$ cat src/rtl/core/cscan_pkg.sv
`timescale 1ns / 1ps
// ----------------------------------------------------------------------------
// C-scan scheduler package
// Sizes, stream layouts and result status codes used by the scheduler,
// which also sizes its pending-request store from them.
// ----------------------------------------------------------------------------
package cscan_pkg;

  // Store and field sizes.
  localparam int PENDING_DEPTH = 16;
  localparam int TRACK_BITS    = 16;
  localparam int ID_BITS       = 8;
  localparam int SLOT_BITS     = $clog2(PENDING_DEPTH);
  localparam int CNT_BITS      = SLOT_BITS + 1;
  localparam int ENTRY_BITS    = TRACK_BITS + ID_BITS;

  // Stream payload widths, padded to whole bytes.
  localparam int DATA_BITS   = ((ID_BITS + TRACK_BITS + 7) / 8) * 8;
  localparam int STATUS_BITS = 3;

  // Operation codes carried in the input tuser.
  localparam logic OP_REQUEST = 1'b0;
  localparam logic OP_RELEASE = 1'b1;

  // Result status codes.
  localparam logic [STATUS_BITS-1:0] ST_GRANTED = 3'd0;
  localparam logic [STATUS_BITS-1:0] ST_QUEUED  = 3'd1;
  localparam logic [STATUS_BITS-1:0] ST_FULL    = 3'd2;
  localparam logic [STATUS_BITS-1:0] ST_HANDED  = 3'd3;
  localparam logic [STATUS_BITS-1:0] ST_IDLE    = 3'd4;

endpackage

$ cat src/rtl/core/cscan_ram.sv
`timescale 1ns / 1ps
// ----------------------------------------------------------------------------
// Generic simple dual-port RAM
// One write port and one read port with a registered read.
// ----------------------------------------------------------------------------
module cscan_ram #(
  parameter int WIDTH = 8,
  parameter int DEPTH = 16
) (
  input  logic                     clk_i,
  input  logic                     we_i,
  input  logic [$clog2(DEPTH)-1:0] waddr_i,
  input  logic [WIDTH-1:0]         wdata_i,
  input  logic                     re_i,
  input  logic [$clog2(DEPTH)-1:0] raddr_i,
  output logic [WIDTH-1:0]         rdata_o
);

  logic [WIDTH-1:0] mem_q [DEPTH];
  logic [WIDTH-1:0] rdata_q;

  // Write port.
  always_ff @(posedge clk_i) begin
    if (we_i) begin
      mem_q[waddr_i] <= wdata_i;
    end
  end

  // Registered read port.
  always_ff @(posedge clk_i) begin
    if (re_i) begin
      rdata_q <= mem_q[raddr_i];
    end
  end

  assign rdata_o = rdata_q;

endmodule

$ cat src/rtl/core/cscan_track_request_scheduler.sv
`timescale 1ns / 1ps
// ----------------------------------------------------------------------------
// C-scan track request scheduler
// Grants one shared resource by track. Requests are granted at once when
// the resource is idle, else stored as pending or refused if the store is
// full; a release hands the resource to the pending request with the
// smallest track at or above the current one, else the smallest overall.
//
// Sequence: a request goes from the input transfer through S_EMIT to the
// output register; a release first scans the pending store one entry per
// cycle through its single read port, then passes S_PICK and S_EMIT.
// Throughput: one item at a time; the next item is taken once the result is
// in the output register, while that result still waits for its transfer.
// Reset: asynchronous, active low; the resource is idle at track 0 and no
// request is pending. Stored tracks and owners are not cleared.
// ----------------------------------------------------------------------------
module cscan_track_request_scheduler
  import cscan_pkg::*;
(
  input  logic                   clk_i,
  input  logic                   rst_ni,
  // Input stream.
  input  logic                   s_axis_tvalid,
  output logic                   s_axis_tready,
  input  logic [DATA_BITS-1:0]   s_axis_tdata,  // requester, track
  input  logic                   s_axis_tuser,  // operation
  // Result stream.
  output logic                   m_axis_tvalid,
  input  logic                   m_axis_tready,
  output logic [DATA_BITS-1:0]   m_axis_tdata,  // grant_id, grant_track
  output logic [STATUS_BITS-1:0] m_axis_tuser   // status
);

  // Sequencer states.
  localparam logic [1:0] S_IDLE = 2'd0;
  localparam logic [1:0] S_SCAN = 2'd1;
  localparam logic [1:0] S_PICK = 2'd2;
  localparam logic [1:0] S_EMIT = 2'd3;

  logic [1:0]               state_q, state_d;
  logic                     busy_q, busy_d;
  logic [TRACK_BITS-1:0]    cur_q, cur_d;
  logic [PENDING_DEPTH-1:0] valid_q, valid_d;

  // Scan pipeline and best candidates.
  logic [CNT_BITS-1:0]   scan_cnt_q, scan_cnt_d;
  logic                  chk_vld_q, chk_vld_d;
  logic [SLOT_BITS-1:0]  chk_idx_q, chk_idx_d;
  logic                  up_found_q, up_found_d;
  logic [SLOT_BITS-1:0]  up_idx_q, up_idx_d;
  logic [TRACK_BITS-1:0] up_trk_q, up_trk_d;
  logic [ID_BITS-1:0]    up_own_q, up_own_d;
  logic                  all_found_q, all_found_d;
  logic [SLOT_BITS-1:0]  all_idx_q, all_idx_d;
  logic [TRACK_BITS-1:0] all_trk_q, all_trk_d;
  logic [ID_BITS-1:0]    all_own_q, all_own_d;

  // Pending result and output register.
  logic [STATUS_BITS-1:0] res_st_q, res_st_d;
  logic [ID_BITS-1:0]     res_id_q, res_id_d;
  logic [TRACK_BITS-1:0]  res_trk_q, res_trk_d;
  logic                   m_valid_q, m_valid_d;
  logic [STATUS_BITS-1:0] m_st_q, m_st_d;
  logic [ID_BITS-1:0]     m_id_q, m_id_d;
  logic [TRACK_BITS-1:0]  m_trk_q, m_trk_d;

  // Store ports.
  logic                  ram_we, ram_re;
  logic [SLOT_BITS-1:0]  ram_waddr, ram_raddr;
  logic [ENTRY_BITS-1:0] ram_wdata, ram_rdata;
  logic [TRACK_BITS-1:0] rd_trk;
  logic [ID_BITS-1:0]    rd_own;

  // Input fields.
  logic                  in_xfer;
  logic                  in_op;
  logic [ID_BITS-1:0]    in_id;
  logic [TRACK_BITS-1:0] in_trk;

  // Lowest free slot.
  logic                 free_any;
  logic [SLOT_BITS-1:0] free_idx;

  assign s_axis_tready = (state_q == S_IDLE);
  assign in_xfer       = s_axis_tvalid && s_axis_tready;
  assign in_op         = s_axis_tuser;
  assign in_id         = s_axis_tdata[ID_BITS-1:0];
  assign in_trk        = s_axis_tdata[ID_BITS +: TRACK_BITS];

  assign rd_trk = ram_rdata[TRACK_BITS-1:0];
  assign rd_own = ram_rdata[TRACK_BITS +: ID_BITS];

  // Priority encoder for the lowest free slot.
  always_comb begin
    free_any = 1'b0;
    free_idx = '0;
    for (int i = PENDING_DEPTH - 1; i >= 0; i--) begin
      if (!valid_q[i]) begin
        free_any = 1'b1;
        free_idx = SLOT_BITS'(i);
      end
    end
  end

  // Pending store: track in the low bits, owner above it.
  cscan_ram #(
    .WIDTH (ENTRY_BITS),
    .DEPTH (PENDING_DEPTH)
  ) u_store (
    .clk_i   (clk_i),
    .we_i    (ram_we),
    .waddr_i (ram_waddr),
    .wdata_i (ram_wdata),
    .re_i    (ram_re),
    .raddr_i (ram_raddr),
    .rdata_o (ram_rdata)
  );

  // Sequencer and scheduling state.
  always_comb begin
    state_d     = state_q;
    busy_d      = busy_q;
    cur_d       = cur_q;
    valid_d     = valid_q;
    scan_cnt_d  = scan_cnt_q;
    chk_vld_d   = 1'b0;
    chk_idx_d   = scan_cnt_q[SLOT_BITS-1:0];
    up_found_d  = up_found_q;
    up_idx_d    = up_idx_q;
    up_trk_d    = up_trk_q;
    up_own_d    = up_own_q;
    all_found_d = all_found_q;
    all_idx_d   = all_idx_q;
    all_trk_d   = all_trk_q;
    all_own_d   = all_own_q;
    res_st_d    = res_st_q;
    res_id_d    = res_id_q;
    res_trk_d   = res_trk_q;
    m_valid_d   = m_valid_q && !m_axis_tready;
    m_st_d      = m_st_q;
    m_id_d      = m_id_q;
    m_trk_d     = m_trk_q;
    ram_we      = 1'b0;
    ram_waddr   = free_idx;
    ram_wdata   = {in_id, in_trk};
    ram_re      = 1'b0;
    ram_raddr   = scan_cnt_q[SLOT_BITS-1:0];

    unique case (state_q)
      S_IDLE: begin
        if (in_xfer) begin
          res_id_d  = '0;
          res_trk_d = '0;
          state_d   = S_EMIT;
          if (in_op == OP_REQUEST) begin
            priority if (!busy_q) begin
              busy_d    = 1'b1;
              cur_d     = in_trk;
              res_st_d  = ST_GRANTED;
              res_id_d  = in_id;
              res_trk_d = in_trk;
            end else if (free_any) begin
              valid_d[free_idx] = 1'b1;
              ram_we            = 1'b1;
              res_st_d          = ST_QUEUED;
            end else begin
              res_st_d = ST_FULL;
            end
          end else begin
            scan_cnt_d  = '0;
            up_found_d  = 1'b0;
            all_found_d = 1'b0;
            state_d     = S_SCAN;
          end
        end
      end

      S_SCAN: begin
        // Issue one read per cycle; judge the entry returned by the registered read.
        if (scan_cnt_q < CNT_BITS'(PENDING_DEPTH)) begin
          ram_re     = 1'b1;
          chk_vld_d  = 1'b1;
          scan_cnt_d = scan_cnt_q + 1'b1;
        end
        if (chk_vld_q && valid_q[chk_idx_q]) begin
          if (!all_found_q || rd_trk < all_trk_q) begin
            all_found_d = 1'b1;
            all_idx_d   = chk_idx_q;
            all_trk_d   = rd_trk;
            all_own_d   = rd_own;
          end
          if (rd_trk >= cur_q && (!up_found_q || rd_trk < up_trk_q)) begin
            up_found_d = 1'b1;
            up_idx_d   = chk_idx_q;
            up_trk_d   = rd_trk;
            up_own_d   = rd_own;
          end
        end
        if (chk_vld_q && chk_idx_q == SLOT_BITS'(PENDING_DEPTH - 1)) begin
          state_d = S_PICK;
        end
      end

      S_PICK: begin
        // Prefer the upward candidate, then wrap around.
        state_d = S_EMIT;
        priority if (up_found_q) begin
          valid_d[up_idx_q] = 1'b0;
          busy_d            = 1'b1;
          cur_d             = up_trk_q;
          res_st_d          = ST_HANDED;
          res_id_d          = up_own_q;
          res_trk_d         = up_trk_q;
        end else if (all_found_q) begin
          valid_d[all_idx_q] = 1'b0;
          busy_d             = 1'b1;
          cur_d              = all_trk_q;
          res_st_d           = ST_HANDED;
          res_id_d           = all_own_q;
          res_trk_d          = all_trk_q;
        end else begin
          busy_d    = 1'b0;
          res_st_d  = ST_IDLE;
          res_id_d  = '0;
          res_trk_d = '0;
        end
      end

      S_EMIT: begin
        // Move the result into the output register once it is free.
        if (!m_valid_q || m_axis_tready) begin
          m_valid_d = 1'b1;
          m_st_d    = res_st_q;
          m_id_d    = res_id_q;
          m_trk_d   = res_trk_q;
          state_d   = S_IDLE;
        end
      end

      default: begin
        state_d = S_IDLE;
      end
    endcase
  end

  // Control registers.
  always_ff @(posedge clk_i or negedge rst_ni) begin
    if (!rst_ni) begin
      state_q     <= S_IDLE;
      busy_q      <= 1'b0;
      cur_q       <= '0;
      valid_q     <= '0;
      scan_cnt_q  <= '0;
      chk_vld_q   <= 1'b0;
      up_found_q  <= 1'b0;
      all_found_q <= 1'b0;
      m_valid_q   <= 1'b0;
    end else begin
      state_q     <= state_d;
      busy_q      <= busy_d;
      cur_q       <= cur_d;
      valid_q     <= valid_d;
      scan_cnt_q  <= scan_cnt_d;
      chk_vld_q   <= chk_vld_d;
      up_found_q  <= up_found_d;
      all_found_q <= all_found_d;
      m_valid_q   <= m_valid_d;
    end
  end

  // Payload registers.
  always_ff @(posedge clk_i) begin
    chk_idx_q <= chk_idx_d;
    up_idx_q  <= up_idx_d;
    up_trk_q  <= up_trk_d;
    up_own_q  <= up_own_d;
    all_idx_q <= all_idx_d;
    all_trk_q <= all_trk_d;
    all_own_q <= all_own_d;
    res_st_q  <= res_st_d;
    res_id_q  <= res_id_d;
    res_trk_q <= res_trk_d;
    m_st_q    <= m_st_d;
    m_id_q    <= m_id_d;
    m_trk_q   <= m_trk_d;
  end

  // Result stream.
  assign m_axis_tvalid = m_valid_q;
  assign m_axis_tuser  = m_st_q;
  assign m_axis_tdata  = DATA_BITS'({m_trk_q, m_id_q});

endmodule
$ cat config.mk
export PLATFORM = sky130hd
export DESIGN_NAME = cscan_track_request_scheduler
export DESIGN_NICKNAME = d
export VERILOG_FILES = /design/src/rtl/core/cscan_pkg.sv /design/src/rtl/core/cscan_ram.sv /design/src/rtl/core/cscan_track_request_scheduler.sv
export SDC_FILE = /design/constraint.sdc
export NUM_CORES = 1
export LEC_CHECK = 0
export ABC_AREA = 1
export BUFFER_PORTS_ARGS = -buffer_cell sky130_fd_sc_hd__buf_2
export CORE_AREA = 2 2 255 207
export CTS_BUF_LIST = sky130_fd_sc_hd__clkbuf_8
export CTS_CLUSTER_DIAMETER = 80
export CTS_CLUSTER_SIZE = 10
export DETAILED_ROUTE_END_ITERATION = 8
export DIE_AREA = 0 0 257 209
export GPL_TIMING_DRIVEN = 0
export PLACE_DENSITY = 0.71
export SLEW_MARGIN = 20
export SYNTH_ARGS = -nofsm -noshare
export SYNTH_HDL_FRONTEND = slang
export SYNTH_SLANG_ARGS = --single-unit
export TNS_END_PERCENT = 20
$ cat constraint.sdc
create_clock -name clk_i -period 11.03 [get_ports clk_i]
set_clock_uncertainty 0.15 [all_clocks]
set_input_delay 1.103 -clock clk_i [delete_from_list [all_inputs] [get_ports clk_i]]
set_output_delay 1.103 -clock clk_i [all_outputs]
set_load 0.02 [all_outputs]
==> impl_metrics.ini, run 1 <==
[cells_and_area]
final_cell_area_um2 = 26100
fin_cells = 2724
drive_gt1_frac = 0.107
n_antenna_cell = 0
area_growth_pct = 11.9
final_net_count = 2095

[logic_synthesis]
synth_ff_type = edfxtp_1
syn_inst = 1864
avgSynthCellArea_um2 = 12.5
yosysSeqAreaShare = 0.717
synth_common_cells = edfxtp_1 (518), o21ai_0 (278), nor2_1 (247), nand2_1 (174), inv_1 (112)
postSynth.asyncResetShare = 0.0777
syn-num-nets = 1944
synth_edf_count = 518
synth.most_common_cell = edfxtp_1
ys_top_cells_by_area = edfxtp_1 (67%), o21ai_0 (6.0%), dfrtp_1 (4.7%)
yosys_warnings = 0
ys_types = 44
synth_top_area_share = 0.666
ys_ff_latch = 566
synth.cell_area_um2 = 23300
synth_top_area_cell = edfxtp_1

[timing]
hold_viol_final = 0
timing.setup.tns_ns = 0
setup_viol_count_final = 0
tightest_slew_ns = 0.902
post-route-period-util = 0.351
finalMaxSlewViolations = 0
max_slew_margin = 0.394
max_freq_ghz = 0.258
period_needed_ns = 3.88
rsz0062_at_grt = false

[critical_path]
critPathKind = reg2reg
path_max_fanout = 7
arrival_ns = 4.05
crit_path_start_kind = flop
endpoint_kind = flop
worst_ep_required_time_ns = 11.20

[grt]
track_usage = 0.231
grt_pass1_wl_um = 93100
grt_max_degree = 45
antenna_found_initial = 0
grt-ovfl-total = 0
grt_pass1_vias = 15208

[flow_run]
drv_cap = 0

[clock_network]
postCtsResizedCells = 0
cts_root_buffer = clkbuf_8
clock-sinks = 566
cts_hold_buf = 0
numCtsBuffers = 66
clock_latency_ns = 0.62
postCtsSetupBuffers = 0
cts_tree = done
clockBufferDepth = 3
cts.clk_slew.worst_paths_ns = 0.08
htree_levels = 3

[pwr]
max-vdd-ir-drop_mv = 0.115
p_per_area_nw_per_um2 = 232
intPower_mw = 3.79
power_frac_comb = 0.325
seqPwrFrac = 0.463
p_clk_frac = 0.212
swShare = 0.376
power_switching_mw = 2.28
p_leak_nw = 8.99

[drt]
wl_per_cell_um = 22.8
vias = 15934
route.detailed.drc = 0
initialDrtViolationCount = 1959
totalWireLength_um = 62100
firstDrtPassIters = 6
via_per_inst = 5.85
ant_nets = 0

[place]
dp_hpwl_um = 43200
gp_congestion = 0.918
placed_cells = 2640
place_area_um2 = 25100
portBuffers = 57

[floorplan]
core_um2 = 51500
die_w_um = 257
fp.dieArea_um2 = 53700
start_util = 0.453
rows = 75
ios = 58
die_h_um = 209

[worst_hold_path]
hold_path.class = reg2reg

[run_status]
status = finished, final reports clean
logic make-up after synthesis:
group / after synthesis / share of synthesized area
AO/OA/AOI/OAI: 506 / 0.128
adder cells (fa/ha/maj): 51 / 0.0273
buffers and inverters: 219 / 0.0361
flip-flops: 566 / 0.717
AND/OR/NAND/NOR: 522 / 0.0918
cell type report:
cell class              instances  area [um2]
fillers                      4331       25400
flip-flops and latches        566       16700
multi-input cells            1079        5920
clock buffers                  68         936
well taps                     693         867
repair buffers                 83         723
inverters                     123         462
plain buffers                  96         382
clock inverters                16        95.1
power groups by stage:
stage | combinational, mW | sequential (mW) | clock, mW
6_report | 1.98 | 2.81 | 1.28
5_1_grt | 2.17 | 2.83 | 1.39
4_1_cts | 1.94 | 2.81 | 1.30
3_5_place_dp | 1.94 | 2.85 | 0
3_3_place_gp | 1.82 | 2.85 | 0
2_1_floorplan | 1.15 | 2.85 | 0
path summary, 6_finish.rpt:
path                                     from              endpoint  slack (ns)  cells past startpoint
worst max-delay path               state_q[0]  u_store.mem_q[2][11]        7.15                      9
worst min register to register  scan_cnt_q[2]          chk_idx_q[2]        0.25                      0
worst min-delay path            scan_cnt_q[2]          chk_idx_q[2]        0.25                      0
worst max register to register     state_q[0]  u_store.mem_q[2][11]        7.15                      9
max in group asynchronous              rst_ni              cur_q[4]        9.92                      1
min in group asynchronous              rst_ni            state_q[0]        0.35                      1
per-layer routing:
metal,vias to the layer above,share of wire,GRT usage
li1,7119,-,-
met1,7758,0.43,0.347
met2,956,0.43,0.333
met3,101,0.12,0.0592
met4,0,0.020,0.0603
met5,-,0,0
registers in the layout, indices dropped and copies added (netlist names), 4 cells and up:
register and count:
up_own_q 8, up_idx_q 4, m_trk_q 16, u_store.rdata_o 24, all_own_q 8, cur_q 16, chk_idx_q 4, all_trk_q 16
all_idx_q 4, res_id_q 8, scan_cnt_q 5, valid_q 16, u_store.mem_q 384, m_id_q 8, res_trk_q 16, up_trk_q 16
per-stage QoR:
stage / setup WS, ns / utilization / hold WS, ns / power (mW)
after floorplan: 6.56 / - / 0.195 / 4.00
after global placement: 4.27 / 0.475 / 0.242 / 4.67
after detailed placement: 6.99 / 0.487 / 0.236 / 4.79
after CTS: 7.19 / 0.507 / 0.254 / 6.05
after global routing: 6.97 / 0.507 / 0.261 / 6.39
final: 7.15 / 0.507 / 0.247 / 6.07
critical path, cell delays in order, from the launching register on:
cell	delay, ns
dfrtp_1	0.42
inv_1	0.10
ha_1	0.35
inv_1	0.14
nor2_1	0.15
nand3_1	0.53
nor4_2	0.96
buf_2	0.31
buf_2	0.21
buf_2	0.23
cells in the final DEF, fill, tap and decap left out, types with 8 or more instances in the layout:
cell | netlist | routed
nand4_1 | 10 | 10
nand3_1 | 62 | 62
inv_1 | 112 | 125
inv_2 | 9 | 9
a22oi_1 | 15 | 15
clkbuf_8 | 0 | 68
o211ai_1 | 11 | 11
o221ai_1 | 41 | 41
a221oi_1 | 8 | 8
nor2_4 | 2 | 18
dfrtp_1 | 44 | 44
ha_1 | 51 | 51
o22ai_1 | 61 | 61
a21oi_1 | 45 | 43
nand2_1 | 174 | 174
o32ai_1 | 12 | 12
o21ai_0 | 278 | 278
buf_2 | 11 | 74
o21ai_1 | 9 | 9
nor2_1 | 247 | 230
nor3_1 | 12 | 12
edfxtp_1 | 518 | 518
clkbuf_1 | 79 | 79
No activity file was read; power rests on OpenSTA's default activity.
==> run 2, diff against run 1 <==
==> constraint.sdc (replaced) <==
create_clock -name clk_i -period 3.88 [get_ports clk_i]
set_clock_uncertainty 0.15 [all_clocks]
set_input_delay 0.388 -clock clk_i [delete_from_list [all_inputs] [get_ports clk_i]]
set_output_delay 0.388 -clock clk_i [all_outputs]
set_load 0.02 [all_outputs]
==> impl_metrics.ini, run 2 (synthesis results as in run 1) <==
[pwr]
p_per_area_nw_per_um2 = 660
p_leak_nw = 9.00
max-vdd-ir-drop_mv = 0.327
power.total_mw = 17.3

[grt]
grt_pass1_vias = 15208
track_usage = 0.231
antenna_found_initial = 0
grt_pass1_wl_um = 93100
grt_max_degree = 45
grt-ovfl-total = 0

[critical_path]
crit_chain = inv_1, ha_1, inv_1, nor2_1, nand3_1, nor4_4, buf_2, buf_2, buf_2
reg2reg_slack_ns = 0.22
critPathKind = reg2reg
r2r_start = state_q[0]
path_delay_family = simple AND/OR/NAND/NOR gates
endpoint_kind = flop
worst_ep_required_time_ns = 4.05
path_max_fanout = 7
crit_top_cell = buf_2
arrival_ns = 3.83
crit_path_start_kind = flop
cp.depth = 9
crit_end = u_store.mem_q[2][8]
slowest_delay_ns = 0.73
worst-path-buf-inv = 5
r2r-end = u_store.mem_q[2][8]
reg2reg_depth = 9
cpMaxStageDelayCell = nor4_4
worstSetupStartpoint = state_q[0]

[timing]
post-route-period-util = 0.943
tightest_slew_ns = 0.875
setup_viol_count_final = 0
rsz0062_at_grt = false
timing.setup.tns_ns = 0
max_freq_ghz = 0.273
max_slew_margin = 0.417
period_needed_ns = 3.66
hold_viol_final = 0
finalMaxSlewViolations = 0

[cells_and_area]
largest_register_ff_count = 384
drive_gt1_frac = 0.107
final_cell_area_um2 = 26200
area_growth_pct = 12.1
final_cell_mix = edfxtp_1 (518), o21ai_0 (278), nor2_1 (230)
fin_util = 0.508
largest-register = u_store.mem_q
final_net_count = 2097
n_antenna_cell = 0
layout_commonest_cell = edfxtp_1
fillers = 4323

[floorplan]
core_um2 = 51500
ios = 58
die_h_um = 209
start_util = 0.453
fp.dieArea_um2 = 53700
rows = 75
die_w_um = 257

[place]
place_area_um2 = 25100
portBuffers = 57
gp_congestion = 0.918
dp_hpwl_um = 43200

[flow_run]
drv_cap = 0

[drt]
via_per_inst = 5.88
vias = 16028
firstDrtPassIters = 6
route.detailed.drc = 0
ant_nets = 0
initialDrtViolationCount = 1976
totalWireLength_um = 61900
wl_per_cell_um = 22.7

[run_status]
status = finished, final reports clean

[clock_network]
htree_levels = 3
postCtsSetupBuffers = 0
cts_tree = done
cts_root_buffer = clkbuf_8
cts.clk_slew.worst_paths_ns = 0.08
numCtsBuffers = 66
clockBufferDepth = 3
clock_latency_ns = 0.62
clock-sinks = 566

[worst_hold_path]
hold_path.class = in2reg
run 2: changes by cell type in the layout (fill, tap and decap cells not counted), sizes merged:
cell,previous run,this run
dlygate4sd3,0,2
run 2: report_power, final:
| group | switching (mW) | total [mW] | internal (mW) |
|---|---|---|---|
| combinational | 4.10 | 5.63 | 1.54 |
| clock | 2.00 | 3.65 | 1.65 |
| sequential | 0.400 | 7.98 | 7.58 |
run 2: routing by layer:
metal  share of wire  vias to the layer above  GRT usage
li1                -                     7127          -
met1            0.42                     7841      0.347
met2            0.44                      966      0.333
met3            0.12                       94     0.0592
met4           0.020                        0     0.0603
met5               0                        -          0
run 2: how the worst min path moves through the flow:
stage,from,to,depth (start not counted)
after floorplan,rst_ni,all_found_q,0
after global placement,scan_cnt_q[2],chk_idx_q[2],0
after detailed placement,scan_cnt_q[2],chk_idx_q[2],0
after CTS,s_axis_tdata[23],u_store.mem_q[8][15],1
after global routing,s_axis_tdata[10],u_store.mem_q[10][2],1
final,s_axis_tdata[10],u_store.mem_q[5][2],1
run 2: layout make-up:
type                       count  area, um2  share of cell area
buffer                        96        382              0.0146
clock buffer                  68        936              0.0358
clock inverter                16       95.1             0.00364
inverter                     123        462              0.0177
multi-input combinational   1079       5940               0.227
sequential                   566      16700               0.640
tap                          693        867              0.0332
timing repair buffer          85        743              0.0284
run 2: stage by stage:
stage	hold slack, ns	instances	worst slack [ns]
CTS	0.00668	2726	0.0375
finish	0.0479	2726	0.220
global placement	0.242	2614	-2.61
floorplan	-0.0576	1864	-0.494
global route	0.0359	2726	0.0156
detailed placement	0.236	2640	0.0693
run 2: what timing repair did:
| action | 4_1_cts | 5_1_grt |
|---|---|---|
| resized for setup | 0 | 2 |
| hold endpoints to repair | 45 | 0 |
| endpoints found under the setup margin | 0 | 12 |
| hold buffers | 2 | 0 |
run 2: worst register-to-register path, delay by kind of cell (launching register included):
kind | cells | cell delay, ns
flip-flops | 1 | 0.42
adder cells (fa/ha/maj) | 1 | 0.36
AND/OR/NAND/NOR | 3 | 1.46
buffers and inverters | 5 | 0.96
==> run 3, diff against run 2 <==
==> constraint.sdc (replaced) <==
create_clock -name clk_i -period 4.34 [get_ports clk_i]
set_clock_uncertainty 0.15 [all_clocks]
set_input_delay 0.434 -clock clk_i [delete_from_list [all_inputs] [get_ports clk_i]]
set_output_delay 0.434 -clock clk_i [all_outputs]
set_load 0.02 [all_outputs]
==> impl_metrics.ini, run 3 (synthesis results as in run 1) <==
[pwr]
max-vdd-ir-drop_mv = 0.297
swShare = 0.376
seqPwrFrac = 0.463
p_leak_nw = 9.00
p_clk_frac = 0.212
power_frac_comb = 0.326
intPower_mw = 9.63
power_switching_mw = 5.80
power.total_mw = 15.4
p_per_area_nw_per_um2 = 590

[flow_run]
drv_cap = 0

[floorplan]
die_h_um = 209
rows = 75
start_util = 0.453
fp.dieArea_um2 = 53700
ios = 58
core_um2 = 51500
die_w_um = 257

[cells_and_area]
largest-register = u_store.mem_q
layout_commonest_cell = edfxtp_1
area_growth_pct = 12.0
n_antenna_cell = 0
final_net_count = 2097
drive_gt1_frac = 0.107
final_cell_mix = edfxtp_1 (518), o21ai_0 (278), nor2_1 (230)
largest_register_ff_count = 384

[timing]
post-route-period-util = 0.891
max_freq_ghz = 0.259
max_slew_margin = 0.392
finalMaxSlewViolations = 0
period_needed_ns = 3.87
tightest_slew_ns = 0.904
hold_viol_final = 0
fin_ws_ns = 0.472
rsz0062_at_grt = false
setup_viol_count_final = 0

[clock_network]
clockBufferDepth = 3
postCtsSetupBuffers = 0
clock-sinks = 566
cts_tree = done
numCtsBuffers = 66
htree_levels = 3
clock_latency_ns = 0.62
postCtsResizedCells = 0
cts.clk_slew.worst_paths_ns = 0.08
cts_root_buffer = clkbuf_8
cts_hold_buf = 2

[place]
place_ws_ns = 0.529
dp_hpwl_um = 43200
gp_congestion = 0.918
portBuffers = 57

[critical_path]
endpoint_kind = flop
reg2reg_slack_ns = 0.47
arrival_ns = 4.04
crit_path_start_kind = flop
path_max_fanout = 7
reg2reg_depth = 9
critPathKind = reg2reg
worst_ep_required_time_ns = 4.51
r2r_start = state_q[0]
r2r-end = u_store.mem_q[2][8]

[worst_hold_path]
hold_path.class = in2reg
whs_endpoint = u_store.mem_q[13][3]
hold_start = s_axis_tdata[11]
whs_path_depth = 1

[grt]
grt_pass1_wl_um = 93100
antenna_found_initial = 0
grt-ovfl-total = 0
grt_max_degree = 45
grt_pass1_vias = 15208
track_usage = 0.231

[run_status]
status = finished, final reports clean

[drt]
totalWireLength_um = 62000
via_per_inst = 5.85
firstDrtPassIters = 5
wl_per_cell_um = 22.7
initialDrtViolationCount = 2028
route.detailed.drc = 0
vias = 15960
ant_nets = 0
-- run 3: stage by stage --
| step | setup TNS, ns | hold WS, ns | instance area [um2] | util | instances |
|---|---|---|---|---|---|
| after floorplan | -1.63 | -0.0116 | 23300 | - | 1864 |
| after global placement | -98.77 | 0.242 | 24500 | 0.475 | 2614 |
| after detailed placement | 0 | 0.236 | 25100 | 0.487 | 2640 |
| after CTS | 0 | 0.0527 | 26100 | 0.507 | 2726 |
| after global routing | 0 | 0.0819 | 26100 | 0.507 | 2726 |
| final | 0 | 0.0877 | 26100 | 0.507 | 2726 |
-- run 3: critical path: stages, from the launching register on --
cell and delay, ns:
dfrtp_1 0.42, inv_1 0.10, ha_1 0.36, inv_1 0.14, nor2_1 0.15, nand3_1 0.52
nor4_2 0.96, buf_2 0.31, buf_2 0.22, buf_2 0.23
-- run 3: worst max-delay path by stage --
stage | slack [ns] | endpoint | cells after the start | from
2_1_floorplan | -0.03 | u_store.mem_q[0][0] | 6 | state_q[0]
3_3_place_gp | -2.15 | u_store.mem_q[0][11] | 6 | state_q[0]
3_5_place_dp | 0.53 | u_store.mem_q[2][8] | 9 | state_q[0]
4_1_cts | 0.50 | u_store.mem_q[2][14] | 9 | state_q[0]
5_1_grt | 0.28 | u_store.mem_q[2][8] | 9 | state_q[0]
6_report | 0.47 | u_store.mem_q[2][8] | 9 | state_q[0]
-- run 3: layer usage --
| metal | global-route usage | wire (um) |
|---|---|---|
| met3 | 0.0592 | 7690 |
| met4 | 0.0603 | 1210 |
| met1 | 0.347 | 26200 |
| met5 | 0 | 0 |
| met2 | 0.333 | 26900 |
-- run 3: cell type report --
cell class | instances | area, um2
Timing Repair Buffer | 85 | 743
Multi-Input combinational cell | 1079 | 5920
Clock inverter | 16 | 95.1
Tap cell | 693 | 867
Buffer | 96 | 382
Sequential cell | 566 | 16700
Inverter | 123 | 462
Clock buffer | 68 | 936
Fill cell | 4329 | 25400
-- run 3: power groups by stage --
stage | logic [mW] | clock network, mW | registers [mW]
global route | 5.51 | 3.53 | 7.20
finish | 5.02 | 3.27 | 7.14
detailed placement | 4.92 | 0 | 7.25
global placement | 4.63 | 0 | 7.25
CTS | 4.94 | 3.31 | 7.14
floorplan | 2.93 | 0 | 7.23
